`config.mk`:
```
export PLATFORM = sky130hd
export DESIGN_NAME = i2c_master_byte_engine_top_flat
export DESIGN_NICKNAME = d
export VERILOG_FILES = /design/src/rtl/i2cm_pkg.sv /design/src/rtl/i2cm_ifs.sv /design/src/rtl/i2cm_front.sv /design/src/rtl/i2cm_queue.sv /design/src/rtl/i2cm_engine.sv /design/src/rtl/i2c_master_byte_engine_top.sv /design/src/flat_wrapper.sv
export SDC_FILE = /design/constraint.sdc
export NUM_CORES = 1
export LEC_CHECK = 0
export BUFFER_PORTS_ARGS = -buffer_cell sky130_fd_sc_hd__buf_2
export CAP_MARGIN = 0
export CORE_MARGIN = 2
export CORE_UTILIZATION = 40
export DETAILED_ROUTE_END_ITERATION = 10
export GPL_TIMING_DRIVEN = 0
export PLACE_DENSITY_LB_ADDON = 0.05
export SETUP_SLACK_MARGIN = 0.3
export SYNTH_ARGS = -nofsm -noshare
export SYNTH_HDL_FRONTEND = slang
export SYNTH_SLANG_ARGS = --single-unit
export TNS_END_PERCENT = 5
```
`constraint.sdc`:
```
create_clock -name clk -period 5 [get_ports clk]
set_input_delay 0.25 -clock clk [delete_from_list [all_inputs] [get_ports clk]]
set_output_delay 0.25 -clock clk [all_outputs]
set_load 0.02 [all_outputs]
```
`src/rtl/i2cm_pkg.sv`:
```
// Shared types, command codes and sizing constants of the I2C master byte engine.
`default_nettype none

package i2cm_pkg;

  // Configuration register width and its value after reset.
  localparam int          PT_W            = 10;
  localparam logic [9:0]  PHASE_TICKS_RST = 10'd5;

  // Default width of the per-phase tick counter.
  localparam int          TICK_COUNT_BITS_DEF = 10;

  // Depth of the queue between the front and back parts.
  localparam int          QDEPTH = 2;

  typedef logic [2:0] op_t;

  localparam op_t OP_NONE    = 3'd0;
  localparam op_t OP_START   = 3'd1;
  localparam op_t OP_STOP    = 3'd2;
  localparam op_t OP_WRITE   = 3'd3;
  localparam op_t OP_RD_ACK  = 3'd4;
  localparam op_t OP_RD_NACK = 3'd5;

  // One classified tick word as it travels through the queue.
  typedef struct packed {
    op_t        cmd;
    logic [7:0] tx_byte;
    logic       sda_in;
  } item_t;

  // One result word.
  typedef struct packed {
    logic       scl_out;
    logic       sda_out;
    logic       busy_res;
    logic       done_res;
    logic       ack_received;
    logic [7:0] rx_byte;
  } res_t;

endpackage

`default_nettype wire

```
`src/rtl/i2cm_ifs.sv`:
```
// Valid/ready channel interfaces for the tick words and the result words.
`default_nettype none

interface i2cm_in_if;
  import i2cm_pkg::*;
  logic       valid;
  logic       ready;
  op_t        op;
  logic [7:0] tx_byte;
  logic       sda_in;

  modport source (output valid, output op, output tx_byte, output sda_in, input ready);
  modport sink   (input valid, input op, input tx_byte, input sda_in, output ready);
endinterface

interface i2cm_out_if;
  logic       valid;
  logic       ready;
  logic       scl_out;
  logic       sda_out;
  logic       busy_res;
  logic       done_res;
  logic       ack_received;
  logic [7:0] rx_byte;

  modport source (output valid, output scl_out, output sda_out, output busy_res,
                  output done_res, output ack_received, output rx_byte, input ready);
  modport sink   (input valid, input scl_out, input sda_out, input busy_res,
                  input done_res, input ack_received, input rx_byte, output ready);
endinterface

`default_nettype wire

```
`src/rtl/i2cm_front.sv`:
```
// Front part: takes tick words and classifies the op field into a command code.
`default_nettype none

module i2cm_front (
  i2cm_in_if.sink          in_ch,
  input  wire logic        q_ready,
  output i2cm_pkg::item_t  push_item,
  output logic             push
);
  import i2cm_pkg::*;

  op_t cmd;

  // Undefined op codes carry no command.
  always_comb begin
    unique case (in_ch.op)
      OP_START, OP_STOP, OP_WRITE, OP_RD_ACK, OP_RD_NACK: cmd = in_ch.op;
      default: cmd = OP_NONE;
    endcase
  end

  assign in_ch.ready       = q_ready;
  assign push              = in_ch.valid & q_ready;
  assign push_item.cmd     = cmd;
  assign push_item.tx_byte = in_ch.tx_byte;
  assign push_item.sda_in  = in_ch.sda_in;

endmodule

`default_nettype wire

```
`src/rtl/i2cm_queue.sv`:
```
// Short queue between the front and back parts.
`default_nettype none

module i2cm_queue (
  input  wire logic             clk,
  input  wire logic             rst_n,
  input  wire logic             push,
  input  wire i2cm_pkg::item_t  push_item,
  output logic                  ready,
  input  wire logic             pop,
  output logic                  q_valid,
  output i2cm_pkg::item_t       head
);
  import i2cm_pkg::*;

  localparam int QPW = (QDEPTH > 1) ? $clog2(QDEPTH) : 1;
  localparam int QCW = $clog2(QDEPTH + 1);
  localparam logic [QPW-1:0] LAST_PTR = QPW'(QDEPTH - 1);

  item_t            mem_r [QDEPTH];
  logic [QPW-1:0]   wr_ptr_r, rd_ptr_r;
  logic [QCW-1:0]   cnt_r,    cnt_nxt;

  assign ready   = (cnt_r != QCW'(QDEPTH));
  assign q_valid = (cnt_r != '0);
  assign head    = mem_r[rd_ptr_r];

  always_comb begin
    cnt_nxt = cnt_r;
    if (push && !pop) begin
      cnt_nxt = cnt_r + QCW'(1);
    end else if (pop && !push) begin
      cnt_nxt = cnt_r - QCW'(1);
    end
  end

  always_ff @(posedge clk) begin
    if (push) begin
      mem_r[wr_ptr_r] <= push_item;
    end
  end

  always_ff @(posedge clk) begin
    if (!rst_n) begin
      wr_ptr_r <= '0;
      rd_ptr_r <= '0;
      cnt_r    <= '0;
    end else begin
      if (push) begin
        wr_ptr_r <= (wr_ptr_r == LAST_PTR) ? '0 : wr_ptr_r + QPW'(1);
      end
      if (pop) begin
        rd_ptr_r <= (rd_ptr_r == LAST_PTR) ? '0 : rd_ptr_r + QPW'(1);
      end
      cnt_r <= cnt_nxt;
    end
  end

  a_cnt_bound: assert property (@(posedge clk) disable iff (!rst_n)
    cnt_r <= QCW'(QDEPTH))
    else $error("queue count exceeds depth");

  a_no_pop_empty: assert property (@(posedge clk) disable iff (!rst_n)
    pop |-> q_valid)
    else $error("queue popped while empty");

endmodule

`default_nettype wire

```
`src/rtl/i2cm_engine.sv`:
```
// Back part: the I2C bit sequencer, one tick per word, with the result register.
`default_nettype none

module i2cm_engine #(
  parameter int TICK_COUNT_BITS = i2cm_pkg::TICK_COUNT_BITS_DEF
) (
  input  wire logic                       clk,
  input  wire logic                       rst_n,
  input  wire logic                       cfg_we,
  input  wire logic [i2cm_pkg::PT_W-1:0]  cfg_wdata,
  input  wire logic                       q_valid,
  input  wire i2cm_pkg::item_t            head,
  output logic                            pop,
  i2cm_out_if.source                      out_ch
);
  import i2cm_pkg::*;

  localparam int CW = ((TICK_COUNT_BITS > PT_W) ? TICK_COUNT_BITS : PT_W) + 1;

  localparam logic [3:0] PH_IDLE   = 4'd0;
  localparam logic [3:0] PH_ST_A   = 4'd1;
  localparam logic [3:0] PH_ST_B   = 4'd2;
  localparam logic [3:0] PH_ST_C   = 4'd3;
  localparam logic [3:0] PH_ST_D   = 4'd4;
  localparam logic [3:0] PH_SP_A   = 4'd5;
  localparam logic [3:0] PH_SP_B   = 4'd6;
  localparam logic [3:0] PH_SP_C   = 4'd7;
  localparam logic [3:0] PH_BIT_LO = 4'd8;
  localparam logic [3:0] PH_BIT_HI = 4'd9;
  localparam logic [3:0] PH_ACK_LO = 4'd10;
  localparam logic [3:0] PH_ACK_HI = 4'd11;

  localparam logic [3:0] BITS_PER_BYTE = 4'd8;

  logic [PT_W-1:0]            phase_ticks_r;
  logic [3:0]                 phase_r,  phase_nxt;
  op_t                        cmd_r,    cmd_nxt;
  logic [3:0]                 bit_cnt_r, bit_cnt_nxt;
  logic [7:0]                 shift_r,  shift_nxt;
  logic [TICK_COUNT_BITS-1:0] tick_r,   tick_nxt;
  logic                       ack_r,    ack_nxt;
  logic                       scl_r,    scl_nxt;
  logic                       sda_r,    sda_nxt;
  logic [7:0]                 rx_r,     rx_nxt;
  logic                       done;

  logic                       enter;
  logic [3:0]                 enter_ph;
  logic [PT_W-1:0]            len_eff;
  logic [CW-1:0]              tick_inc;
  logic                       last_tick;
  logic                       step;

  res_t                       res_r;
  logic                       out_valid_r;

  // A result is produced whenever a queued word waits and the result register is free or being emptied.
  assign step = q_valid && (!out_valid_r || out_ch.ready);
  assign pop  = step;

  // Phase length: zero acts as one; a length beyond the counter ends when the counter reaches all ones.
  assign len_eff   = (phase_ticks_r == '0) ? PT_W'(1) : phase_ticks_r;
  assign tick_inc  = CW'(tick_r) + CW'(1);
  assign last_tick = (tick_inc >= CW'(len_eff)) || (&tick_r);

  always_comb begin
    phase_nxt   = phase_r;
    cmd_nxt     = cmd_r;
    bit_cnt_nxt = bit_cnt_r;
    shift_nxt   = shift_r;
    tick_nxt    = tick_r;
    ack_nxt     = ack_r;
    scl_nxt     = scl_r;
    sda_nxt     = sda_r;
    rx_nxt      = rx_r;
    done        = 1'b0;
    enter       = 1'b0;
    enter_ph    = PH_IDLE;

    if (phase_r == PH_IDLE) begin
      if (head.cmd != OP_NONE) begin
        cmd_nxt     = head.cmd;
        bit_cnt_nxt = '0;
        enter       = 1'b1;
        unique case (head.cmd)
          OP_START: enter_ph = PH_ST_A;
          OP_STOP:  enter_ph = PH_SP_A;
          default: begin
            shift_nxt = (head.cmd == OP_WRITE) ? head.tx_byte : 8'h00;
            enter_ph  = PH_BIT_LO;
          end
        endcase
      end
    end else if (last_tick) begin
      unique case (phase_r)
        PH_ST_A:   begin enter = 1'b1; enter_ph = PH_ST_B;   end
        PH_ST_B:   begin enter = 1'b1; enter_ph = PH_ST_C;   end
        PH_ST_C:   begin enter = 1'b1; enter_ph = PH_ST_D;   end
        PH_SP_A:   begin enter = 1'b1; enter_ph = PH_SP_B;   end
        PH_SP_B:   begin enter = 1'b1; enter_ph = PH_SP_C;   end
        PH_BIT_LO: begin enter = 1'b1; enter_ph = PH_BIT_HI; end
        PH_ACK_LO: begin enter = 1'b1; enter_ph = PH_ACK_HI; end
        PH_BIT_HI: begin
          if (cmd_r == OP_WRITE) begin
            shift_nxt = {shift_r[6:0], 1'b0};
          end else begin
            shift_nxt = {shift_r[6:0], head.sda_in};
          end
          bit_cnt_nxt = bit_cnt_r + 4'd1;
          enter       = 1'b1;
          if (bit_cnt_nxt >= BITS_PER_BYTE) begin
            if (cmd_r != OP_WRITE) begin
              rx_nxt = shift_nxt;
            end
            enter_ph = PH_ACK_LO;
          end else begin
            enter_ph = PH_BIT_LO;
          end
        end
        PH_ACK_HI: begin
          if (cmd_r == OP_WRITE) begin
            ack_nxt = ~head.sda_in;
          end
          scl_nxt   = 1'b0;
          phase_nxt = PH_IDLE;
          tick_nxt  = '0;
          done      = 1'b1;
        end
        default: begin
          // Final phase of a start or a stop.
          phase_nxt = PH_IDLE;
          tick_nxt  = '0;
          done      = 1'b1;
        end
      endcase
    end else begin
      tick_nxt = tick_inc[TICK_COUNT_BITS-1:0];
    end

    // Entering a phase restarts the tick count and sets the line levels.
    if (enter) begin
      phase_nxt = enter_ph;
      tick_nxt  = '0;
      unique case (enter_ph)
        PH_ST_A:   sda_nxt = 1'b1;
        PH_ST_B:   scl_nxt = 1'b1;
        PH_ST_C:   sda_nxt = 1'b0;
        PH_ST_D:   scl_nxt = 1'b0;
        PH_SP_A:   sda_nxt = 1'b0;
        PH_SP_B:   scl_nxt = 1'b1;
        PH_SP_C:   sda_nxt = 1'b1;
        PH_BIT_LO: begin
          scl_nxt = 1'b0;
          sda_nxt = (cmd_nxt == OP_WRITE) ? shift_nxt[7] : 1'b1;
        end
        PH_BIT_HI: scl_nxt = 1'b1;
        PH_ACK_LO: begin
          scl_nxt = 1'b0;
          sda_nxt = (cmd_nxt == OP_RD_ACK) ? 1'b0 : 1'b1;
        end
        PH_ACK_HI: scl_nxt = 1'b1;
        default:   scl_nxt = scl_r;
      endcase
    end
  end

  always_ff @(posedge clk) begin
    if (!rst_n) begin
      phase_ticks_r <= PHASE_TICKS_RST;
      phase_r       <= PH_IDLE;
      cmd_r         <= OP_NONE;
      bit_cnt_r     <= '0;
      shift_r       <= '0;
      tick_r        <= '0;
      ack_r         <= 1'b0;
      scl_r         <= 1'b1;
      sda_r         <= 1'b1;
      rx_r          <= '0;
      out_valid_r   <= 1'b0;
    end else begin
      if (cfg_we) begin
        phase_ticks_r <= cfg_wdata;
      end
      if (step) begin
        phase_r     <= phase_nxt;
        cmd_r       <= cmd_nxt;
        bit_cnt_r   <= bit_cnt_nxt;
        shift_r     <= shift_nxt;
        tick_r      <= tick_nxt;
        ack_r       <= ack_nxt;
        scl_r       <= scl_nxt;
        sda_r       <= sda_nxt;
        rx_r        <= rx_nxt;
        out_valid_r <= 1'b1;
      end else if (out_ch.ready) begin
        out_valid_r <= 1'b0;
      end
    end
  end

  always_ff @(posedge clk) begin
    if (step) begin
      res_r.scl_out      <= scl_nxt;
      res_r.sda_out      <= sda_nxt;
      res_r.busy_res     <= (phase_nxt != PH_IDLE);
      res_r.done_res     <= done;
      res_r.ack_received <= ack_nxt;
      res_r.rx_byte      <= rx_nxt;
    end
  end

  assign out_ch.valid        = out_valid_r;
  assign out_ch.scl_out      = res_r.scl_out;
  assign out_ch.sda_out      = res_r.sda_out;
  assign out_ch.busy_res     = res_r.busy_res;
  assign out_ch.done_res     = res_r.done_res;
  assign out_ch.ack_received = res_r.ack_received;
  assign out_ch.rx_byte      = res_r.rx_byte;

  a_idle_tick_zero: assert property (@(posedge clk) disable iff (!rst_n)
    (phase_r == PH_IDLE) |-> (tick_r == '0))
    else $error("tick counter running while idle");

  a_bit_cnt_bound: assert property (@(posedge clk) disable iff (!rst_n)
    bit_cnt_r <= BITS_PER_BYTE)
    else $error("bit counter past one byte");

  a_done_not_busy: assert property (@(posedge clk) disable iff (!rst_n)
    (out_valid_r && res_r.done_res) |-> !res_r.busy_res)
    else $error("done reported while still busy");

  a_byte_phase_cmd: assert property (@(posedge clk) disable iff (!rst_n)
    (phase_r == PH_BIT_LO || phase_r == PH_BIT_HI ||
     phase_r == PH_ACK_LO || phase_r == PH_ACK_HI) |->
    (cmd_r == OP_WRITE || cmd_r == OP_RD_ACK || cmd_r == OP_RD_NACK))
    else $error("byte phase without a byte command");

endmodule

`default_nettype wire

```
`src/rtl/i2c_master_byte_engine_top.sv`:
```
// Top level of the I2C master byte engine: front classifier, queue and bit sequencer.
//
// Usage. Each word on in_ch is one bus tick: an op code (none, start, stop, write
// byte, read then ACK, read then NACK), the byte to send and the sampled SDA level.
// A command is taken only on a tick that finds the engine idle; otherwise it is
// ignored, as are the undefined op codes. Every word on in_ch gives exactly one
// word on out_ch carrying the SCL and SDA drive levels, busy, a one-tick done
// pulse, the last ack seen and the last byte read.
// The phase length in ticks is written through cfg_we/cfg_wdata while idle.
//
// Throughput is one word per cycle while out_ch does not stall: the sequencer advances
// its state by one tick per accepted word. An accepted word is written into the
// two-entry queue, and its result is then moved from the queue head into the result
// register when the sequencer steps.
// If the receiver stalls, the result register holds its word and the queue takes
// up to two more words before in_ch.ready falls.
// Reset (rst_n low at a clock edge) empties the queue and the result register,
// puts the engine idle with both lines released and sets the phase length to 5.
`default_nettype none

module i2c_master_byte_engine_top #(
  parameter int TICK_COUNT_BITS = i2cm_pkg::TICK_COUNT_BITS_DEF
) (
  input  wire logic                       clk,
  input  wire logic                       rst_n,
  input  wire logic                       cfg_we,
  input  wire logic [i2cm_pkg::PT_W-1:0]  cfg_wdata,
  i2cm_in_if.sink                         in_ch,
  i2cm_out_if.source                      out_ch
);
  import i2cm_pkg::*;

  // Handshake between the front part and the queue.
  item_t push_item;
  logic  push;
  logic  q_ready;

  // Handshake between the queue and the sequencer.
  item_t head;
  logic  q_valid;
  logic  pop;

  i2cm_front u_front (
    .in_ch     (in_ch),
    .q_ready   (q_ready),
    .push_item (push_item),
    .push      (push)
  );

  i2cm_queue u_queue (
    .clk       (clk),
    .rst_n     (rst_n),
    .push      (push),
    .push_item (push_item),
    .ready     (q_ready),
    .pop       (pop),
    .q_valid   (q_valid),
    .head      (head)
  );

  i2cm_engine #(
    .TICK_COUNT_BITS (TICK_COUNT_BITS)
  ) u_engine (
    .clk       (clk),
    .rst_n     (rst_n),
    .cfg_we    (cfg_we),
    .cfg_wdata (cfg_wdata),
    .q_valid   (q_valid),
    .head      (head),
    .pop       (pop),
    .out_ch    (out_ch)
  );

endmodule

`default_nettype wire
```
`src/flat_wrapper.sv`:
```
// flat-port wrapper written by rule: the top's interface ports become plain ports
module i2c_master_byte_engine_top_flat import i2cm_pkg::*;
#(
  parameter int TICK_COUNT_BITS = i2cm_pkg::TICK_COUNT_BITS_DEF
)
  (clk, rst_n, cfg_we, cfg_wdata, in_ch_valid, in_ch_op, in_ch_tx_byte, in_ch_sda_in, in_ch_ready, out_ch_valid, out_ch_scl_out, out_ch_sda_out, out_ch_busy_res, out_ch_done_res, out_ch_ack_received, out_ch_rx_byte, out_ch_ready);
  i2cm_in_if in_ch_i ();
  i2cm_out_if out_ch_i ();
  input  wire logic clk;
  input  wire logic rst_n;
  input  wire logic cfg_we;
  input  wire logic [i2cm_pkg::PT_W-1:0] cfg_wdata;
  input wire logic [$bits(in_ch_i.valid)-1:0] in_ch_valid;
  input wire logic [$bits(in_ch_i.op)-1:0] in_ch_op;
  input wire logic [$bits(in_ch_i.tx_byte)-1:0] in_ch_tx_byte;
  input wire logic [$bits(in_ch_i.sda_in)-1:0] in_ch_sda_in;
  output wire logic [$bits(in_ch_i.ready)-1:0] in_ch_ready;
  output wire logic [$bits(out_ch_i.valid)-1:0] out_ch_valid;
  output wire logic [$bits(out_ch_i.scl_out)-1:0] out_ch_scl_out;
  output wire logic [$bits(out_ch_i.sda_out)-1:0] out_ch_sda_out;
  output wire logic [$bits(out_ch_i.busy_res)-1:0] out_ch_busy_res;
  output wire logic [$bits(out_ch_i.done_res)-1:0] out_ch_done_res;
  output wire logic [$bits(out_ch_i.ack_received)-1:0] out_ch_ack_received;
  output wire logic [$bits(out_ch_i.rx_byte)-1:0] out_ch_rx_byte;
  input wire logic [$bits(out_ch_i.ready)-1:0] out_ch_ready;
  assign in_ch_i.valid = in_ch_valid;
  assign in_ch_i.op = in_ch_op;
  assign in_ch_i.tx_byte = in_ch_tx_byte;
  assign in_ch_i.sda_in = in_ch_sda_in;
  assign in_ch_ready = in_ch_i.ready;
  assign out_ch_valid = out_ch_i.valid;
  assign out_ch_scl_out = out_ch_i.scl_out;
  assign out_ch_sda_out = out_ch_i.sda_out;
  assign out_ch_busy_res = out_ch_i.busy_res;
  assign out_ch_done_res = out_ch_i.done_res;
  assign out_ch_ack_received = out_ch_i.ack_received;
  assign out_ch_rx_byte = out_ch_i.rx_byte;
  assign out_ch_i.ready = out_ch_ready;
  i2c_master_byte_engine_top #(.TICK_COUNT_BITS(TICK_COUNT_BITS)) u_core (.clk(clk), .rst_n(rst_n), .cfg_we(cfg_we), .cfg_wdata(cfg_wdata), .in_ch(in_ch_i), .out_ch(out_ch_i));
endmodule
```
==> run summary <==
The flow ran to the end, and the final reports show no timing, DRC or antenna violations. Counting the buffers created by CTS gives 9. The tools report the category of the worst setup path capture point as a flop. Global routing consumed, on the met3 layer, 3.53% of the routing resources.

The share of total power dissipated in the clock network is 24.5%. After layout, the worst path uses 78.9% of the clock period. The layout overhead on the synthesized area is 14.3%, and the count of endpoints failing hold in the final timing report is 0. The synthesized netlist devotes 3.60% of its cell area to adder and majority cells. The xor and xnor area share after synthesis works out to 3.49%. Across all setup checks in the final design, the least slack found is 1060 ps. Die boundary height: 110 µm. The global routing usage on met2 is 25.9%, and the total core area is 0.0109 mm². The number of warnings printed during yosys synthesis was 0; the clock sink total was 93. Adding up every negative setup slack in the final design gives 0 ps. The die is 110 µm wide. The synthesized design devotes to its leading area cell type 24.8% of total area. At the later pin of the worst-skew pair, clock insertion delay measures 350 ps. Sequential elements use 49.4% of the synthesized area. The number of instances in the synthesized netlist is 445.

The power per standard cell area was 503 mW/mm². Start of the worst register-to-register path: u_core.u_engine.tick_r[0]. The total standard cell area after synthesis was 0.00452 mm².

The buffers plus inverters on the worst setup path works out to 0. The largest total area in the synthesized netlist belongs to sky130_fd_sc_hd__dfxtp_1. The tools report the pin count of the biggest net entering global routing as 23.

Of the cells placed in the final design, the portion with a size suffix greater than 1 is 17.6%. Multiplexer cells account for 8.84% of the synthesized area. In this design, the stage delay of the slowest critical-path cell is 630 ps. Across the VDD grid, the largest voltage drop is 262 µV. Max-cap violations in this run came to 0.

The initial utilization of the core area, before any placement, comes to 41.3%. The number of antenna cells inserted was 0; the number of distinct library cell variants in the gate-level netlist after synthesis was 65. Among cell families on the critical path, the largest total delay comes from compound AO/OA/AOI/OAI gates. The path class of the tightest hold or removal check is in -> reg. TritonCTS built the clock tree. The count of buffers from port buffering works out to 40. After the first detailed-routing iteration, the DRC count stood at 144. Power comes to 0.00260 W. In this run the power spent charging and discharging nets is 0.000960 W. The slowest stage of the critical path is the sky130_fd_sc_hd__a41oi_1 cell.

The setup check on the worst reg-to-reg path leaves a slack of 1060 ps. The critical path crosses 13 cells after its start point. The signal on the critical path passes through ha_1 -> nand3_1 -> nor2_1 -> xor2_1 -> ha_1 -> and4_1 -> o21ai_0 -> o221ai_1 -> a41oi_1 -> o31ai_1 -> a311o_2 -> a31o_1 -> o21a_1. The total overflow left after global routing is 0. Yosys instantiated no cell more often than sky130_fd_sc_hd__nor2_1.

For the pin with the worst max-slew slack, the measured transition is 1230 ps. Post-CTS repair changed the size of 0 cells. In this run, post-CTS hold repair placed 0 buffers.

Ranked by total cell area, the synthesized netlist is headed by sky130_fd_sc_hd__dfxtp_1, sky130_fd_sc_hd__edfxtp_1, sky130_fd_sc_hd__nor2_1, sky130_fd_sc_hd__mux2i_1, sky130_fd_sc_hd__ha_1. The tools report the count of pins on the block boundary as 42. The H-tree generated during clock tree synthesis spans 3 levels.

The tools report the clock tree root driver cell as sky130_fd_sc_hd__clkbuf_16. The worst flop-to-flop path endpoint was u_core.u_engine.out_ch.sda_out. Setup violations remaining at the end of the flow were counted as 0. Setup repair after global routing left no endpoint under its margin. The final worst clock skew is 4.55 ps. The run gives 1160 ps as the post-placement worst setup slack. The peak fanout along the critical path came out at 6. Wires add up to 9960 µm. In this run the core area contains 38 standard-cell rows. The area fraction in compound gates after synthesis was 14.8%; the post-synthesis area per instance was 10.1 µm². The internal portion of the total power is 0.00164 W.

The worst reg-to-reg path cell count came out at 13. In this run the worst setup path terminates at u_core.u_engine.out_ch.sda_out. The tools report the via count of the first global-routing pass as 3234. The dominant combinational cell family by area after synthesis is simple AND/OR/NAND/NOR gates.

The proportion of synthesized flip-flops having asynchronous set or reset is 0%, and the relative slew slack is 17.8%. The tools report the residual antenna-violating net count after detailed routing as 0. The longest clock path from root to sink contains 2 buffers. Counting every net in the synthesized netlist gives 485.

For this run, design rule violations remaining after detail routing come to 0. The detailed placer's ending HPWL came out at 7200 µm. The initial antenna violation count was 0. For the static leakage, the log shows 2.06 nW. Of the total power, combinational logic draws 35.7%.

In the final routed layout, each cell accounts on average for 15.5 µm. At the worst endpoint, the required time is 5110 ps. Yosys mapped a number of flops with a built-in enable equal to 37.

The synthesized netlist devotes 15.9% of its cell area to simple gates. The data arrival time at the worst-slack endpoint came out at 4050 ps. The first global-routing pass estimated 16400 µm of wire. The floorplan step defined a die boundary enclosing 0.0122 mm². The commonest cells after synthesis are sky130_fd_sc_hd__nor2_1, sky130_fd_sc_hd__dfxtp_1, sky130_fd_sc_hd__edfxtp_1, sky130_fd_sc_hd__nand2_1. The number of search-and-repair iterations in the first detailed-routing pass was 5. The most numerous cell type found on the critical path is sky130_fd_sc_hd__ha_1. Counting the fill cells in the layout gives 1038. The critical path is of the reg -> reg type. For met1 alone, demand over resource in global routing was 26.2%.

The utilization after layout is 47.2%, and the mean number of vias per cell is 5.26. Clock input transition at the sequential cells of the worst setup and hold paths: 60 ps. The power share of the sequential group came out at 39.8%. After synthesis the netlist holds a flip-flop and latch count of 93. The congestion estimate from routability-driven global placement came to 0.887. The final-report max-slew violation count is 0. In the global route stage, overall resource usage came out at 18.3%. For this run, the post-layout net count is 536. Across all layers, the routed design uses 3369 vias. The tools report the achievable frequency as 254 MHz. Prevailing post-synth register cell: sky130_fd_sc_hd__dfxtp_1. After global routing, the most crowded layer is met1. Switching fraction of total power: 37.0%. For the number of buffers inserted by post-CTS setup repair, the log shows 0. Subtracting the final worst setup slack from the clock period gives 3940 ps. The most critical setup path has its startpoint at u_core.u_engine.tick_r[0]. The worst setup path is launched from a flop.
## layout make-up
class	count	area, µm²	share of cell area, %
buffer	24	110	2.13
clock buffer	12	246	4.78
clock inverter	4	23.8	0.461
inverter	18	67.6	1.31
multi-input combinational	310	2110	40.8
sequential	93	2230	43.2
tap	140	175	3.39
timing repair buffer	40	200	3.88
## cells by family (layout without fill, tap and decap cells)
family	Yosys count	in the layout
multiplexers	38	38
adder cells (fa/ha/maj)	13	13
flip-flops	93	93
XOR/XNOR	18	18
AO/OA/AOI/OAI	92	92
AND/OR/NAND/NOR	149	149
buffers and inverters	42	98
## metal layers
| metal | wire, µm | part of all wire, % |
|---|---|---|
| met4 | 238 | 2.4 |
| met1 | 5050 | 51 |
| met5 | 0 | 0 |
| met3 | 458 | 4.6 |
| met2 | 4220 | 42 |
## placed cells by master, fill, tap and decap left out, types with 2 or more instances in the layout
cell                         count
sky130_fd_sc_hd__mux2_2         10
sky130_fd_sc_hd__buf_6           2
sky130_fd_sc_hd__nor3_2          2
sky130_fd_sc_hd__or2_2           2
sky130_fd_sc_hd__clkinvlp_4      2
sky130_fd_sc_hd__a21o_1          2
sky130_fd_sc_hd__xnor2_1        10
sky130_fd_sc_hd__buf_1           3
sky130_fd_sc_hd__clkbuf_1       17
sky130_fd_sc_hd__nand3_1         7
sky130_fd_sc_hd__a31oi_1         3
sky130_fd_sc_hd__a32oi_1         7
sky130_fd_sc_hd__a41oi_1         2
sky130_fd_sc_hd__o211ai_1        3
sky130_fd_sc_hd__a22oi_1        11
sky130_fd_sc_hd__nor2_1         70
sky130_fd_sc_hd__buf_2          43
sky130_fd_sc_hd__a21oi_1        23
sky130_fd_sc_hd__nand2b_1        4
sky130_fd_sc_hd__ha_1           13
sky130_fd_sc_hd__and3_1          3
sky130_fd_sc_hd__nand2_1        28
sky130_fd_sc_hd__xor2_1          8
sky130_fd_sc_hd__mux2i_1        23
sky130_fd_sc_hd__a211oi_1        7
sky130_fd_sc_hd__nor4_1          4
sky130_fd_sc_hd__a31o_2          2
sky130_fd_sc_hd__clkinv_1        2
sky130_fd_sc_hd__edfxtp_1       37
sky130_fd_sc_hd__mux2_1          5
sky130_fd_sc_hd__dfxtp_1        56
sky130_fd_sc_hd__inv_1          17
sky130_fd_sc_hd__and2_1          2
sky130_fd_sc_hd__nor3_1          9
sky130_fd_sc_hd__or3_1           4
sky130_fd_sc_hd__clkbuf_16       9
sky130_fd_sc_hd__o21ai_0        12
sky130_fd_sc_hd__o31ai_1         2
sky130_fd_sc_hd__nor2b_1         5
## power groups by stage
stage | Clock, W | Sequential, W | Combinational, W
2_1_floorplan | 0 | 0.00110 | 0.000614
3_3_place_gp | 0 | 0.00105 | 0.000918
3_5_place_dp | 0 | 0.00105 | 0.000924
4_1_cts | 0.000654 | 0.00103 | 0.000930
5_1_grt | 0.000682 | 0.00105 | 0.00104
6_report | 0.000635 | 0.00103 | 0.000928
## metrics by stage
stage | hold WS [ps] | std cells | area [µm²]
final | 84.8 | 641 | 5160
after global routing | 77.4 | 641 | 5160
after CTS | 71.7 | 641 | 5160
after detailed placement | 442 | 625 | 4890
after global placement | 437 | 625 | 4890
after floorplan | 349 | 445 | 4520
## flip-flops by register name (all words and copies together) (netlist names), 2 cells and up, named ones only
name	cells
u_core.u_engine.tick_r	10
u_core.u_engine.bit_cnt_r	4
u_core.u_queue.mem_r	24
u_core.u_engine.phase_r	4
u_core.u_engine.shift_r	8
u_core.u_engine.cmd_r	3
u_core.u_engine.phase_ticks_r	10
u_core.u_engine.rx_r	8
u_core.u_engine.out_ch.rx_byte	8
u_core.u_queue.cnt_r	2
## worst min-delay path by stage
stage,start,endpoint,slack [ps],cells after the start
floorplan,in_ch_sda_in,u_core.u_queue.mem_r[0][0],350,0
global placement,in_ch_tx_byte[7],u_core.u_queue.mem_r[0][8],440,1
detailed placement,in_ch_tx_byte[1],u_core.u_queue.mem_r[0][2],440,1
CTS,in_ch_sda_in,u_core.u_queue.mem_r[1][0],70,1
global route,in_ch_tx_byte[5],u_core.u_queue.mem_r[1][6],80,1
finish,in_ch_tx_byte[1],u_core.u_queue.mem_r[1][2],80,1
(Power assumes the default switching activity.)
